--- src/rtl/msf_pkg.sv ---
// shared constants, types and controller/datapath structs for the message framer
package msf_pkg;

   localparam int FRAME_PAYLOAD_DEF = 30;
   localparam int BYTE_W            = 8;
   localparam int ADDR_W            = 7;
   localparam int PADDR_W           = 3;
   localparam int PDATA_W           = 32;

   localparam logic [ADDR_W-1:0] TARGET_ADDRESS_RESET = 7'd8;

   // header byte codes
   localparam logic [BYTE_W-1:0] HDR_FIRST = 8'd6;
   localparam logic [BYTE_W-1:0] HDR_CONT  = 8'd7;
   localparam logic [BYTE_W-1:0] HDR_LAST  = 8'd8;

   // register index of target_address
   localparam logic REG_TARGET_ADDRESS = 1'b0;

   typedef enum logic [2:0] {
      ST_IDLE,
      ST_HDR0,
      ST_HDR1,
      ST_PAY,
      ST_STORE
   } state_type;

   typedef enum logic [1:0] {
      SEL_HDR0,
      SEL_HDR1,
      SEL_PAY
   } outsel_type;

   typedef struct packed {
      logic       latch;
      logic       store;
      logic       load;
      outsel_type sel;
      logic       final_frame;
      logic       rd_first;
      logic       rd_next;
      logic       frame_done;
      logic       msg_done;
      logic       end_mark;
      logic       run_last;
   } cmd_type;

   typedef struct packed {
      logic fill_full;
      logic slot_free;
      logic last_byte;
      logic pay_end;
   } status_type;

endpackage

--- src/rtl/msf_req_if.sv ---
// input channel: message byte with last-byte flag
interface msf_req_if;
   import msf_pkg::*;
   logic              valid;
   logic              ready;
   logic [BYTE_W-1:0] text_byte;
   logic              last_byte;

   modport source (output valid, text_byte, last_byte, input ready);
   modport sink   (input valid, text_byte, last_byte, output ready);
endinterface

--- src/rtl/msf_rsp_if.sv ---
// result channel: one bus byte per word with framing marks
interface msf_rsp_if;
   import msf_pkg::*;
   logic              valid;
   logic              ready;
   logic [BYTE_W-1:0] out_byte;
   logic [ADDR_W-1:0] dest_address;
   logic              frame_start;
   logic              frame_end;
   logic              run_last;

   modport source (output valid, out_byte, dest_address, frame_start, frame_end, run_last,
                   input ready);
   modport sink   (input valid, out_byte, dest_address, frame_start, frame_end, run_last,
                   output ready);
endinterface

--- src/rtl/msf_ram.sv ---
// generic single-write, single-read ram with registered read data
module msf_ram #(
   parameter int WIDTH = 8,
   parameter int DEPTH = 30
) (
   input  logic                                       clock,
   input  logic                                       we,
   input  logic [((DEPTH > 1) ? $clog2(DEPTH) : 1)-1:0] waddr,
   input  logic [WIDTH-1:0]                           wdata,
   input  logic                                       re,
   input  logic [((DEPTH > 1) ? $clog2(DEPTH) : 1)-1:0] raddr,
   output logic [WIDTH-1:0]                           rdata
);
   logic [WIDTH-1:0] mem_ff [DEPTH];
   logic [WIDTH-1:0] rdata_ff;

   always_ff @(posedge clock) begin
      if (we) begin
         mem_ff[waddr] <= wdata;
      end
      if (re) begin
         rdata_ff <= mem_ff[raddr];
      end
   end

   assign rdata = rdata_ff;
endmodule

--- src/rtl/msf_csr.sv ---
// apb register block holding the target bus address
module msf_csr (
   input  logic                            clock,
   input  logic                            reset,
   input  logic                            psel,
   input  logic                            penable,
   input  logic                            pwrite,
   input  logic [msf_pkg::PADDR_W-1:0]     paddr,
   input  logic [msf_pkg::PDATA_W-1:0]     pwdata,
   output logic [msf_pkg::PDATA_W-1:0]     prdata,
   output logic                            pready,
   output logic [msf_pkg::ADDR_W-1:0]      target_address
);
   import msf_pkg::*;

   logic [ADDR_W-1:0] target_ff;
   logic [ADDR_W-1:0] target_in;
   logic              hit;

   // word index is the top address bit
   assign hit = (paddr[PADDR_W-1] == REG_TARGET_ADDRESS);

   always_comb begin
      target_in = target_ff;
      if (psel && penable && pwrite && hit) begin
         target_in = pwdata[ADDR_W-1:0];
      end
   end

   always_ff @(posedge clock) begin
      if (reset) begin
         target_ff <= TARGET_ADDRESS_RESET;
      end else begin
         target_ff <= target_in;
      end
   end

   assign prdata         = hit ? {{(PDATA_W-ADDR_W){1'b0}}, target_ff} : '0;
   assign pready         = 1'b1;
   assign target_address = target_ff;
endmodule

--- src/rtl/msf_ctrl.sv ---
// framer controller: sequences store, headers and payload readout
module msf_ctrl (
   input  logic                clock,
   input  logic                reset,
   input  logic                req_valid,
   output logic                req_ready,
   input  msf_pkg::status_type status,
   output msf_pkg::cmd_type    cmd
);
   import msf_pkg::*;

   state_type state_ff, state_in;
   logic      final_ff, final_in;
   logic      accept;

   assign req_ready = (state_ff == ST_IDLE);
   assign accept    = req_valid && req_ready;

   // next state
   always_comb begin
      state_in = state_ff;
      final_in = final_ff;
      case (state_ff)
         ST_IDLE: begin
            if (accept) begin
               if (status.fill_full) begin
                  // full buffer goes out as a non-final frame first
                  final_in = 1'b0;
                  state_in = ST_HDR0;
               end else begin
                  state_in = ST_STORE;
               end
            end
         end
         ST_STORE: begin
            if (status.last_byte) begin
               final_in = 1'b1;
               state_in = ST_HDR0;
            end else begin
               state_in = ST_IDLE;
            end
         end
         ST_HDR0: begin
            if (status.slot_free) begin
               state_in = ST_HDR1;
            end
         end
         ST_HDR1: begin
            if (status.slot_free) begin
               state_in = ST_PAY;
            end
         end
         ST_PAY: begin
            if (status.slot_free && status.pay_end) begin
               state_in = final_ff ? ST_IDLE : ST_STORE;
            end
         end
         default: begin
            state_in = ST_IDLE;
         end
      endcase
   end

   // commands
   always_comb begin
      cmd             = '0;
      cmd.sel         = SEL_HDR0;
      cmd.final_frame = final_ff;
      case (state_ff)
         ST_IDLE: begin
            cmd.latch = accept;
         end
         ST_STORE: begin
            cmd.store = 1'b1;
         end
         ST_HDR0: begin
            cmd.load = status.slot_free;
            cmd.sel  = SEL_HDR0;
         end
         ST_HDR1: begin
            cmd.load     = status.slot_free;
            cmd.sel      = SEL_HDR1;
            cmd.rd_first = status.slot_free;
         end
         ST_PAY: begin
            cmd.load = status.slot_free;
            cmd.sel  = SEL_PAY;
            if (status.slot_free) begin
               if (status.pay_end) begin
                  cmd.end_mark   = 1'b1;
                  cmd.run_last   = final_ff || !status.last_byte;
                  cmd.frame_done = 1'b1;
                  cmd.msg_done   = final_ff;
               end else begin
                  cmd.rd_next = 1'b1;
               end
            end
         end
         default: begin
            cmd = '0;
         end
      endcase
   end

   always_ff @(posedge clock) begin
      if (reset) begin
         state_ff <= ST_IDLE;
         final_ff <= 1'b0;
      end else begin
         state_ff <= state_in;
         final_ff <= final_in;
      end
   end
endmodule

--- src/rtl/msf_dpath.sv ---
// framer datapath: payload buffer, fill and read counters, output register
module msf_dpath #(
   parameter int FRAME_PAYLOAD = msf_pkg::FRAME_PAYLOAD_DEF
) (
   input  logic                          clock,
   input  logic                          reset,
   input  msf_pkg::cmd_type              cmd,
   output msf_pkg::status_type           status,
   input  logic [msf_pkg::BYTE_W-1:0]    in_text_byte,
   input  logic                          in_last_byte,
   input  logic [msf_pkg::ADDR_W-1:0]    target_address,
   output logic                          out_valid,
   input  logic                          out_ready,
   output logic [msf_pkg::BYTE_W-1:0]    out_byte,
   output logic [msf_pkg::ADDR_W-1:0]    out_dest_address,
   output logic                          out_frame_start,
   output logic                          out_frame_end,
   output logic                          out_run_last
);
   import msf_pkg::*;

   localparam int AW = (FRAME_PAYLOAD > 1) ? $clog2(FRAME_PAYLOAD) : 1;
   localparam int FW = $clog2(FRAME_PAYLOAD + 1);

   logic [BYTE_W-1:0] byte_ff;
   logic              last_ff;
   logic [FW-1:0]     fill_ff, fill_in;
   logic              sent_ff, sent_in;
   logic [AW-1:0]     idx_ff, idx_in;
   logic [AW-1:0]     idx_next;

   logic              valid_ff, valid_in;
   logic [BYTE_W-1:0] obyte_ff, obyte_in;
   logic [ADDR_W-1:0] oaddr_ff;
   logic              ostart_ff, oend_ff, orun_ff;

   logic              ram_re;
   logic [AW-1:0]     ram_raddr;
   logic [BYTE_W-1:0] ram_rdata;

   assign idx_next = AW'(idx_ff + AW'(1));

   msf_ram #(
      .WIDTH (BYTE_W),
      .DEPTH (FRAME_PAYLOAD)
   ) u_buf (
      .clock (clock),
      .we    (cmd.store),
      .waddr (fill_ff[AW-1:0]),
      .wdata (byte_ff),
      .re    (ram_re),
      .raddr (ram_raddr),
      .rdata (ram_rdata)
   );

   assign ram_re    = cmd.rd_first || cmd.rd_next;
   assign ram_raddr = cmd.rd_first ? '0 : idx_next;

   always_comb begin
      fill_in = fill_ff;
      if (cmd.frame_done) begin
         fill_in = '0;
      end else if (cmd.store) begin
         fill_in = FW'(fill_ff + FW'(1));
      end

      sent_in = sent_ff;
      if (cmd.msg_done) begin
         sent_in = 1'b0;
      end else if (cmd.frame_done) begin
         sent_in = 1'b1;
      end

      idx_in = idx_ff;
      if (cmd.rd_first) begin
         idx_in = '0;
      end else if (cmd.rd_next) begin
         idx_in = idx_next;
      end

      case (cmd.sel)
         SEL_HDR0: obyte_in = sent_ff ? HDR_CONT : HDR_FIRST;
         SEL_HDR1: obyte_in = cmd.final_frame ? HDR_LAST : HDR_CONT;
         SEL_PAY:  obyte_in = ram_rdata;
         default:  obyte_in = ram_rdata;
      endcase

      valid_in = valid_ff;
      if (cmd.load) begin
         valid_in = 1'b1;
      end else if (out_ready) begin
         valid_in = 1'b0;
      end
   end

   always_ff @(posedge clock) begin
      if (reset) begin
         fill_ff  <= '0;
         sent_ff  <= 1'b0;
         valid_ff <= 1'b0;
      end else begin
         fill_ff  <= fill_in;
         sent_ff  <= sent_in;
         valid_ff <= valid_in;
      end
   end

   always_ff @(posedge clock) begin
      idx_ff <= idx_in;
      if (cmd.latch) begin
         byte_ff <= in_text_byte;
         last_ff <= in_last_byte;
      end
      if (cmd.load) begin
         obyte_ff  <= obyte_in;
         oaddr_ff  <= target_address;
         ostart_ff <= (cmd.sel == SEL_HDR0);
         oend_ff   <= cmd.end_mark;
         orun_ff   <= cmd.run_last;
      end
   end

   assign status.fill_full = (fill_ff == FW'(FRAME_PAYLOAD));
   assign status.slot_free = !valid_ff || out_ready;
   assign status.last_byte = last_ff;
   assign status.pay_end   = (FW'(idx_ff) == FW'(fill_ff - FW'(1)));

   assign out_valid        = valid_ff;
   assign out_byte         = obyte_ff;
   assign out_dest_address = oaddr_ff;
   assign out_frame_start  = ostart_ff;
   assign out_frame_end    = oend_ff;
   assign out_run_last     = orun_ff;
endmodule

--- src/rtl/message_segmenting_framer_unit.sv ---
// Message segmenting framer, top level.
// req_ch takes one message byte per word with a last-byte flag; rsp_ch gives one
// bus byte per word. Each frame is two header bytes (6,8 single; 6,7 first;
// 7,7 middle; 7,8 last) and then up to FRAME_PAYLOAD payload bytes, with
// frame_start on the first header byte, frame_end on the final payload byte
// and run_last on the last word caused by an input word.
// The target bus address is set through the APB port (register 0, reset 8)
// and is sampled as each byte goes out.
// An input word is accepted and then stored into the payload ram.
// A word that completes or overflows a frame also drives the frame out at one
// word per cycle from the output register unless the receiver stalls: 2 headers
// plus n payload bytes, paced by the single ram read port; input is held off
// until that is done. The output register decouples the sides: a stalled
// receiver only holds the frame readout, and the next input word can be accepted
// while the final word still waits. Reset empties the buffer and the output
// register; the buffer contents need no clearing.
module message_segmenting_framer_unit #(
   parameter int FRAME_PAYLOAD = msf_pkg::FRAME_PAYLOAD_DEF
) (
   input  logic                        clock,
   input  logic                        reset,
   msf_req_if.sink                     req_ch,
   msf_rsp_if.source                   rsp_ch,
   input  logic                        psel,
   input  logic                        penable,
   input  logic                        pwrite,
   input  logic [msf_pkg::PADDR_W-1:0] paddr,
   input  logic [msf_pkg::PDATA_W-1:0] pwdata,
   output logic [msf_pkg::PDATA_W-1:0] prdata,
   output logic                        pready
);
   import msf_pkg::*;

   cmd_type           cmd;
   status_type        status;
   logic [ADDR_W-1:0] target_address;

   msf_csr u_csr (
      .clock          (clock),
      .reset          (reset),
      .psel           (psel),
      .penable        (penable),
      .pwrite         (pwrite),
      .paddr          (paddr),
      .pwdata         (pwdata),
      .prdata         (prdata),
      .pready         (pready),
      .target_address (target_address)
   );

   msf_ctrl u_ctrl (
      .clock     (clock),
      .reset     (reset),
      .req_valid (req_ch.valid),
      .req_ready (req_ch.ready),
      .status    (status),
      .cmd       (cmd)
   );

   msf_dpath #(
      .FRAME_PAYLOAD (FRAME_PAYLOAD)
   ) u_dpath (
      .clock            (clock),
      .reset            (reset),
      .cmd              (cmd),
      .status           (status),
      .in_text_byte     (req_ch.text_byte),
      .in_last_byte     (req_ch.last_byte),
      .target_address   (target_address),
      .out_valid        (rsp_ch.valid),
      .out_ready        (rsp_ch.ready),
      .out_byte         (rsp_ch.out_byte),
      .out_dest_address (rsp_ch.dest_address),
      .out_frame_start  (rsp_ch.frame_start),
      .out_frame_end    (rsp_ch.frame_end),
      .out_run_last     (rsp_ch.run_last)
   );
endmodule

--- src/flat_wrapper.sv ---
// flat-port wrapper written by rule: the top's interface ports become plain ports
module message_segmenting_framer_unit_flat import msf_pkg::*;
#(
   parameter int FRAME_PAYLOAD = msf_pkg::FRAME_PAYLOAD_DEF
)
  (clock, reset, psel, penable, pwrite, paddr, pwdata, prdata, pready, req_ch_valid, req_ch_text_byte, req_ch_last_byte, req_ch_ready, rsp_ch_valid, rsp_ch_out_byte, rsp_ch_dest_address, rsp_ch_frame_start, rsp_ch_frame_end, rsp_ch_run_last, rsp_ch_ready);
  msf_req_if req_ch_i ();
  msf_rsp_if rsp_ch_i ();
  input  logic clock;
  input  logic reset;
  input  logic psel;
  input  logic penable;
  input  logic pwrite;
  input  logic [msf_pkg::PADDR_W-1:0] paddr;
  input  logic [msf_pkg::PDATA_W-1:0] pwdata;
  output logic [msf_pkg::PDATA_W-1:0] prdata;
  output logic pready;
  input wire logic [$bits(req_ch_i.valid)-1:0] req_ch_valid;
  input wire logic [$bits(req_ch_i.text_byte)-1:0] req_ch_text_byte;
  input wire logic [$bits(req_ch_i.last_byte)-1:0] req_ch_last_byte;
  output wire logic [$bits(req_ch_i.ready)-1:0] req_ch_ready;
  output wire logic [$bits(rsp_ch_i.valid)-1:0] rsp_ch_valid;
  output wire logic [$bits(rsp_ch_i.out_byte)-1:0] rsp_ch_out_byte;
  output wire logic [$bits(rsp_ch_i.dest_address)-1:0] rsp_ch_dest_address;
  output wire logic [$bits(rsp_ch_i.frame_start)-1:0] rsp_ch_frame_start;
  output wire logic [$bits(rsp_ch_i.frame_end)-1:0] rsp_ch_frame_end;
  output wire logic [$bits(rsp_ch_i.run_last)-1:0] rsp_ch_run_last;
  input wire logic [$bits(rsp_ch_i.ready)-1:0] rsp_ch_ready;
  assign req_ch_i.valid = req_ch_valid;
  assign req_ch_i.text_byte = req_ch_text_byte;
  assign req_ch_i.last_byte = req_ch_last_byte;
  assign req_ch_ready = req_ch_i.ready;
  assign rsp_ch_valid = rsp_ch_i.valid;
  assign rsp_ch_out_byte = rsp_ch_i.out_byte;
  assign rsp_ch_dest_address = rsp_ch_i.dest_address;
  assign rsp_ch_frame_start = rsp_ch_i.frame_start;
  assign rsp_ch_frame_end = rsp_ch_i.frame_end;
  assign rsp_ch_run_last = rsp_ch_i.run_last;
  assign rsp_ch_i.ready = rsp_ch_ready;
  message_segmenting_framer_unit #(.FRAME_PAYLOAD(FRAME_PAYLOAD)) u_core (.clock(clock), .reset(reset), .req_ch(req_ch_i), .rsp_ch(rsp_ch_i), .psel(psel), .penable(penable), .pwrite(pwrite), .paddr(paddr), .pwdata(pwdata), .prdata(prdata), .pready(pready));
endmodule
--- config.mk ---
export PLATFORM = sky130hd
export DESIGN_NAME = message_segmenting_framer_unit_flat
export DESIGN_NICKNAME = d
export VERILOG_FILES = /design/src/rtl/msf_pkg.sv /design/src/rtl/msf_req_if.sv /design/src/rtl/msf_rsp_if.sv /design/src/rtl/msf_ram.sv /design/src/rtl/msf_csr.sv /design/src/rtl/msf_ctrl.sv /design/src/rtl/msf_dpath.sv /design/src/rtl/message_segmenting_framer_unit.sv /design/src/flat_wrapper.sv
export SDC_FILE = /design/constraint.sdc
export NUM_CORES = 1
export LEC_CHECK = 0
export BUFFER_PORTS_ARGS = -buffer_cell sky130_fd_sc_hd__buf_2
export CAP_MARGIN = 20
export CORE_AREA = 3 3 172 132
export CTS_BUF_LIST = sky130_fd_sc_hd__clkbuf_16
export DETAILED_ROUTE_END_ITERATION = 10
export DIE_AREA = 0 0 175 135
export PLACE_DENSITY_LB_ADDON = 0.1
export SLEW_MARGIN = 20
export SYNTH_ARGS = -nofsm -noshare
export SYNTH_HDL_FRONTEND = slang
export SYNTH_HIERARCHICAL = 1
export SYNTH_SLANG_ARGS = --single-unit
export TNS_END_PERCENT = 1
--- constraint.sdc ---
create_clock -name clock -period 3.3 [get_ports clock]
set_input_delay 0.825 -clock clock [delete_from_list [all_inputs] [get_ports clock]]
set_output_delay 0.825 -clock clock [all_outputs]
set_load 0.02 [all_outputs]
==> Word level (Yosys, flattened, before mapping) <==
Memories as Yosys holds them, arrays and structs flattened. A register that Yosys moved wholly into a read port is not among the register bits.
Cells that the tools add are included.
{ "totals": {"output_inout_bits": 53, "elab_cells": 83, "in_bits": 51, "reg_bits": 50, "mem_count": 1, "ramBits": 240} }
{ "op_classes": {"n_reduce_logical": 21, "n_bitwise": 1, "add_sub_neg": 3, "n_mux": 30, "eq_ne": 13} }
{ "mem_list": {"columns": ["name", "words", "word_bits", "rd", "rd_clocked_by_memory_dff", "write_ports", "line", "rtl"], "rows": [
  ["u_core.u_dpath.u_buf.mem_ff", 30, 8, 1, 1, 1, "msf_ram.sv:14", "logic [WIDTH-1:0] mem_ff [DEPTH];"]
]} }
{ "ops": {"columns": ["operator", "count"], "rows": [
  ["3-bit 2-to-1 mux", 6],
  ["8-bit one-hot mux with 2 select lines", 1],
  ["5-bit 2-to-1 mux", 3],
  ["3-bit one-hot mux with 5 select lines", 1],
  ["1-bit 2-to-1 mux", 14],
  ["5-bit by 1-bit adder with 5-bit output (second input constant)", 2],
  ["3-bit one-hot mux with 3 select lines", 1],
  ["4-bit 2-to-1 mux", 2],
  ["2-bit inequality test (second input constant)", 4],
  ["4-bit AND reduction", 2],
  ["7-bit 2-to-1 mux", 1],
  ["3-bit by 2-bit equality test with 1-bit output (second input constant)", 2],
  ["5-bit equality test", 1],
  ["5-bit equality test (second input constant)", 1],
  ["1-bit logical AND", 5],
  ["5-bit OR reduction", 1],
  ["5-bit by 1-bit subtractor with 5-bit output (second input constant)", 1],
  ["2-bit by 1-bit inequality test with 1-bit output (second input constant)", 2],
  ["2-bit nonzero test", 2],
  ["2-bit OR reduction", 2],
  ["3-bit by 1-bit equality test with 1-bit output (second input constant)", 1],
  ["3-bit equality test (second input constant)", 1],
  ["3-bit zero test", 1],
  ["1-bit logical OR", 3],
  ["other kinds (7)", 8]
]} }

==> Depth between registers and ports, before layout <==
Gate-level depths: netlist of run 1.
{ "logic_depth": {"depth_word": 6, "ltp_mapped": 14, "depth_no_buf": 9} }

==> Cells and area by module <==
The synthesis of run 1 kept the hierarchy.
{ "by_module_without_submodules": {"columns": ["module", "instances", "cells_per_inst", "area_each_um2", "seq_area_each_um2"], "rows": [
  ["msf_ram", 1, 517, 9887.0, 7447.1],
  ["msf_dpath", 1, 123, 1591.5, 1051.0],
  ["msf_csr", 1, 66, 581.8, 140.1],
  ["msf_ctrl", 1, 46, 351.6, 80.1]
]} }

==> Worst setup path before layout of run 1 <==
OpenSTA, ideal clock, no wires.
{ "synth_path": {"path_kind": "in2reg", "startpoint": "input port rsp_ch_ready", "endpoint": "register u_core.u_dpath.u_buf.rdata_ff[2], in the netlist u_core/u_dpath/u_buf/rdata[2], read port of u_core.u_dpath.u_buf.mem_ff (data pin)", "setup_time_ps": 273, "t_arrival_ps": 2687, "setup_slack_ps": 340, "n_path_buf": 3, "stages": 10, "path_cell_list": "nand2b_1 -> and2_1 -> clkbuf_1 -> nor2_1 -> buf_6 -> buf_12 -> mux4_1 -> mux2_2 -> nand2_1 -> o311ai_1"} }
{ "synth_rtl": {"columns": ["item", "line", "rtl"], "rows": [
  ["start, declared", "flat_wrapper.sv:28", "input wire logic [$bits(rsp_ch_i.ready)-1:0] rsp_ch_ready;"],
  ["end, declared", "msf_ram.sv:15", "logic [WIDTH-1:0] rdata_ff;"]
]} }

==> results of run 1 <==
final timing paths:
path | to | slack [ns] | cells after the start
max | u_core/u_dpath/u_buf/rdata[4]$_DFFE_PP_ | 0.24 | 11
min | u_core/u_dpath/out_dest_address[5]$_DFFE_PP_ | 0.46 | 0
max reg2reg | u_core/u_dpath/u_buf/rdata[4]$_DFFE_PP_ | 0.24 | 11
min reg2reg | u_core/u_dpath/out_dest_address[5]$_DFFE_PP_ | 0.46 | 0
worst register-to-register path: cells and delay by family, from the launching register on:
kind                   cells  cell delay (ns)
AOI/OAI and AO/OA          3             0.96
buffers and inverters      3             0.59
DFF                        1             0.30
and+or+nand+nor            5             0.93
kinds of logic (layout without fill, tap and decap cells):
kind of cell,after synthesis,count (layout)
AO/OA/AOI/OAI,68,68
XOR/XNOR,17,17
adder cells (fa/ha/maj),4,4
buffers and inverters,76,176
flip-flops,298,298
multiplexers,107,107
other,2,26
AND/OR/NAND/NOR,180,180
flip-flops by register name, indices dropped and copies added (netlist names), 3 cells and up:
register                         flops
u_core/u_dpath/u_buf/mem_ff        240
u_core/u_dpath/byte_ff               8
u_core/u_dpath/out_byte              8
u_core/u_dpath/u_buf/rdata           8
u_core/u_csr/target_address          7
u_core/u_dpath/out_dest_address      7
u_core/u_dpath/fill_ff               5
u_core/u_dpath/idx_ff                5
u_core/u_ctrl/state_ff               3
layer usage:
metal	vias up	share of wire
met4	0	0.023
li1	3053	-
met1	3427	0.42
met5	-	0
met2	356	0.46
met3	50	0.098
through the flow:
step / cell area [um^2] / total power [W] / utilization / setup slack [ns] / cells
floorplan: 12500 / 0.005906 / - / 0.3399 / 776
global placement: 13120 / 0.006449 / 0.6228 / -0.04984 / 1106
detailed placement: 13120 / 0.006497 / 0.6228 / -0.07449 / 1106
CTS: 14000 / 0.009488 / 0.6645 / 0.3137 / 1160
global route: 14080 / 0.009819 / 0.6683 / 0.1631 / 1164
finish: 14080 / 0.009459 / 0.6683 / 0.2403 / 1164
power by group through the flow:
stage               logic [W]  registers (W)  clock network (W)
finish                0.00208        0.00437            0.00300
global route          0.00222        0.00438            0.00322
detailed placement    0.00201        0.00449                  0
floorplan             0.00147        0.00444                  0
global placement      0.00197        0.00447                  0
CTS                   0.00202        0.00441            0.00306
synth_stat cells, types with 2 or more instances:
cell type | count | area (um^2)
a211o_1 | 3 | 26.28
a211oi_1 | 3 | 22.52
a21oi_1 | 10 | 50.05
a22o_1 | 4 | 35.03
a22oi_1 | 14 | 105.1
a31oi_1 | 2 | 12.51
a32o_1 | 3 | 30.03
and2_1 | 8 | 50.05
and2b_2 | 7 | 61.31
buf_2 | 10 | 50.05
buf_4 | 35 | 262.8
buf_6 | 9 | 101.4
clkbuf_1 | 9 | 33.78
conb_1 | 2 | 7.510
dfxtp_1 | 23 | 460.4
edfxtp_1 | 275 | 8258
ha_1 | 4 | 50.05
inv_1 | 10 | 37.54
mux2_2 | 16 | 180.2
mux2i_1 | 62 | 620.6
mux4_1 | 5 | 131.4
mux4_2 | 24 | 540.5
nand2_1 | 26 | 97.59
nand2b_1 | 18 | 112.6
nand3_1 | 10 | 50.05
nand3b_1 | 9 | 67.56
nand4_1 | 4 | 25.02
nor2_1 | 56 | 210.2
nor2b_1 | 6 | 37.54
nor3_1 | 14 | 70.07
nor3b_1 | 4 | 30.03
o21ai_0 | 5 | 25.02
o221a_2 | 2 | 22.52
o221ai_1 | 6 | 52.55
o22ai_1 | 3 | 18.77
o2bb2ai_1 | 2 | 17.52
o311ai_0 | 2 | 17.52
o311ai_1 | 3 | 26.28
or2_2 | 2 | 12.51
or3b_2 | 3 | 26.28
or4_1 | 2 | 15.01
xnor2_1 | 7 | 61.31
xor2_1 | 10 | 87.58
final cells by class:
type,count,area (um^2),share of cell area
multi-input cells,402,3287,0.2335
clock inverters,25,152.6,0.01084
well taps,288,360.3,0.02560
inverters,10,37.54,0.002666
flip-flops and latches,298,8718,0.6193
repair buffers,112,795.8,0.05653
clock buffers,29,725.7,0.05155
==> impl_metrics.tcl, run 1 <==
set metrics [dict create \
    status "finished clean" \
    period_minus_slack_ns 3.060 \
    clockBufferDepth 3 \
    syn_area_um2 12410 \
    hpwl_um 17740 \
    cp.required_ns 3.55 \
    final-hold-violation-count 0 \
    period_share 0.9272 \
    antenna_found_initial 0 \
    core_um2 21070 \
    cts_setup_buffers 0 \
    synthAdderAreaFrac 0.004032 \
    synth_cell_types 63 \
    worst-setup-path-type "reg -> reg" \
    fin_nets 908 \
    num_rows 46 \
    final_max_slew_viol_count 0 \
    min_from "u_core/u_csr/target_address[5]$_SDFFE_PP0P_" \
    grt_pass1_wl_um 39960 \
    cts_tree "yes" \
    syn_to_final_growth_pct 13.42 \
    drt_iter0_drc 599 \
    end_kind "flop" \
    synthSimpleGateAreaFrac 0.07782 \
    portBuffers 50 \
    vias 6886 \
    rsz0062_at_grt "no" \
    drive_above_1_share 0.2534 \
    final_common_cell "edfxtp_1" \
    num_io_pins 104 \
    vias_per_cell 5.916 \
    place_congestion 0.8592 \
    grt_usage 0.2231 \
    drt_pass1_iterations 5 \
    cts_root_buffer "clkbuf_16" \
    path_clk_slew_ns 0.06 \
    wl_um 26380 \
    slew_headroom 0.3026 \
    synth-main-ff-cell "edfxtp_1" \
    critPathMaxFanout 6 \
    fillers 1468 \
    ctsHoldBuffers 0 \
    synth_warnings 6 \
    die_area_um2 23630 \
    antenna_cells 0 \
    synth_compound_area_frac 0.04224 \
    ctsResizeCount 0 \
    r2r-start "u_core/u_ctrl/state_ff[2]$_SDFFE_PP0P_" \
    synth_top_family_by_area "multiplexers" \
    p_int_w 0.006907 \
    switching_share 0.2697 \
    yosysSeqAreaShare 0.7024 \
    ant_nets 0 \
    clk_latency_ns 0.54 \
    crit_start "u_core/u_ctrl/state_ff[2]$_SDFFE_PP0P_" \
    grt_pass1_vias 6757 \
    path_cells "nand2b_1, nor2_1, and2_1, buf_4, nor2b_2, buf_4, nor2b_1, a22oi_1, o311ai_0, buf_4, o311ai_1" \
    worstMarginPinSlew_ns 1.046 \
    cts.sinks 298 \
    grt_use_met1 0.3349 \
    synthMuxAreaShare 0.1186 \
    crit_top_cell "buf_4" \
    power.density_nw_per_um2 671.9 \
    drv_cap 0 \
    power_frac_clock 0.318 \
    grt_remaining_overflow 0 \
    ys_ff_latch 298 \
    seqPwrFrac 0.462 \
    worstPathArrival_ns 3.31 \
    hold_ws_ns 0.4561 \
    post_drt_wl_per_cell_um 22.66 \
    peakVddDrop_v 0.0004706 \
    cts_made_buffers 29 \
    cts_max_level 1 \
    crit_family "compound AO/OA/AOI/OAI gates" \
    die_y_um 135 \
    synth_xor_area_frac 0.01200 \
    synth_cells 752 \
    max_freq_ghz 0.3268 \
    skew_ns 0.01132 \
    hold_class "reg -> reg" \
    cp_slowest_cell "o311ai_1" \
    grt_util_met3 0.03963 \
    grt_max_degree 31 \
    leakagePower_nw 4.889 \
    final.setup.tns_ns 0 \
    layout_common_cells "edfxtp_1 (275), mux2i_1 (62), buf_4 (55), nor2_1 (53), buf_2 (50)" \
    top_usage_layer "met2" \
    async_flop_share 0 \
    die_x_um 175 \
    initial_core_util 0.5892 \
    grt_util_met2 0.3461 \
    cpPeakStageDelay_ns 0.55 \
    p_switching_w 0.002551 \
    synth.avg_cell_area_um2 16.51 \
    crit_buf_inv 3 \
    synth-edff-count 275 \
    setup_viol 0 \
    pwr-share-comb 0.220 \
    route.detailed.drc 0 \
    worst_setup_path_start_kind "flop" \
]
Note: power is estimated with default switching activity, not from simulation.
==> run 2, diff against run 1 <==
- CORE_AREA: 3 3 172 132 -> 3 3 192 119
- DIE_AREA: 0 0 175 135 -> 0 0 195 122
==> impl_metrics.tcl, run 2 (synthesized netlist as in run 1, its figures left out) <==
set metrics [dict create \
    dr_wl_met2_um 11120 \
    clockBufferDepth 3 \
    initial_core_util 0.5901 \
    multi_input_comb_area_um2 3284 \
    fin_nets 890 \
    grt_pass1_vias 6428 \
    setup_viol 0 \
    ctsResizeCount 0 \
    final_max_slew_viol_count 0 \
    hpwl_um 17850 \
    largest_reg_flops 240 \
    seq_area_um2 8718 \
    max_freq_ghz 0.3222 \
    wl_met1_um 12090 \
    largest_register "u_core/u_dpath/u_buf/mem_ff" \
    ant_nets 0 \
    cts.sinks 298 \
    fillers 1435 \
    end_kind "flop" \
    syn_to_final_growth_pct 13.00 \
    power.density_nw_per_um2 681.0 \
    place_congestion 0.8211 \
    hold_ws_ns 0.4532 \
    status "finished clean" \
    period_minus_slack_ns 3.104 \
    slew_headroom 0.2747 \
    leakagePower_nw 4.831 \
    die_area_um2 23790 \
    final-hold-violation-count 0 \
    place_area_um2 13050 \
    wl_um 26380 \
    critPathMaxFanout 18 \
    ctsHoldBuffers 0 \
    drv_cap 0 \
    grt_max_degree 44 \
    die_x_um 195 \
    clk_latency_ns 0.53 \
    portBuffers 50 \
    num_rows 41 \
    cts_max_level 1 \
    drive_above_1_share 0.2380 \
    drt_pass1_iterations 5 \
    worst-setup-path-type "reg -> reg" \
    final_common_cell "edfxtp_1" \
    die_y_um 122 \
    skew_ns 0.02013 \
    hold_class "reg -> reg" \
    core_um2 21030 \
    grt_pass1_wl_um 38910 \
    layout_common_cells "edfxtp_1 (275), mux2i_1 (62), nor2_1 (53), buf_2 (50), buf_4 (36)" \
    cp.required_ns 3.54 \
    wl_met3_um 2799 \
    final_util 0.6669 \
    cts_root_buffer "clkbuf_16" \
    rsz0062_at_grt "no" \
    grt_remaining_overflow 0 \
    path_clk_slew_ns 0.07 \
    cts_tree "yes" \
    vias 6735 \
    worstPathArrival_ns 3.35 \
    worstMarginPinSlew_ns 1.088 \
    antenna_found_initial 1 \
    final.setup.tns_ns 0 \
    vias_per_cell 5.950 \
    cts_setup_buffers 0 \
    num_io_pins 104 \
    grt_usage 0.2197 \
    top_layer_used "met5" \
    cts_made_buffers 26 \
    period_share 0.9406 \
    drt_iter0_drc 742 \
    route.detailed.drc 0 \
    post_drt_wl_per_cell_um 23.30 \
    worst_setup_path_start_kind "flop" \
    antenna_cells 0 \
    fin_area_um2 14030 \
    peakVddDrop_v 0.0004678 \
]
==> run 2: layout make-up <==
cell class | count | area share
timing repair buffer | 97 | 0.05459
sequential | 298 | 0.6216
multi-input combinational | 402 | 0.2342
tap | 279 | 0.02489
inverter | 10 | 0.002676
clock buffer | 27 | 0.04817
clock inverter | 19 | 0.01392
==> run 2: metal layers <==
metal,up-vias,track usage
li1,3013,-
met1,3380,0.3564
met2,308,0.3100
met3,32,0.05224
met4,2,0.03516
met5,-,0
==> run 2: stage by stage <==
| stage | std cells | power [W] | setup slack (ns) |
|---|---|---|---|
| after floorplan | 776 | 0.005906 | 0.3399 |
| after global placement | 1081 | 0.006449 | 0.05751 |
| after detailed placement | 1082 | 0.006501 | 0.005092 |
| after CTS | 1128 | 0.009565 | 0.2155 |
| after global routing | 1132 | 0.009896 | 0.08279 |
| final | 1132 | 0.009552 | 0.1960 |
==> run 2: path summary, 6_finish.rpt <==
path	start	end	slack, ns	depth (start not counted)
setup / recovery	u_core/u_ctrl/state_ff[1]$_SDFFE_PP0P_	u_core/u_dpath/u_buf/rdata[5]$_DFFE_PP_	0.20	11
hold reg to reg	u_core/u_csr/target_address[2]$_SDFFE_PP0P_	u_core/u_dpath/out_dest_address[2]$_DFFE_PP_	0.45	0
hold / removal	u_core/u_csr/target_address[2]$_SDFFE_PP0P_	u_core/u_dpath/out_dest_address[2]$_DFFE_PP_	0.45	0
setup reg to reg	u_core/u_ctrl/state_ff[1]$_SDFFE_PP0P_	u_core/u_dpath/u_buf/rdata[5]$_DFFE_PP_	0.20	11
==> run 2: critical path: stages, from the launching register on <==
cell and delay (ns):
dfxtp_1 0.53, nand2b_1 0.16, nor2_1 0.14, and2_1 0.35
buf_4 0.24, nor2b_2 0.07, buf_12 0.16, buf_12 0.16
or3b_2 0.51, o221ai_1 0.22, a211o_1 0.13, o221ai_1 0.13
==> run 2: where the power goes <==
| part | leakage (nW) | internal, W | switching, W |
|---|---|---|---|
| clock network | 0.446 | 0.00179 | 0.00130 |
| registers | 2.66 | 0.00427 | 0.000106 |
| logic | 1.72 | 0.000956 | 0.00113 |
| total | 4.83 | 0.00702 | 0.00254 |
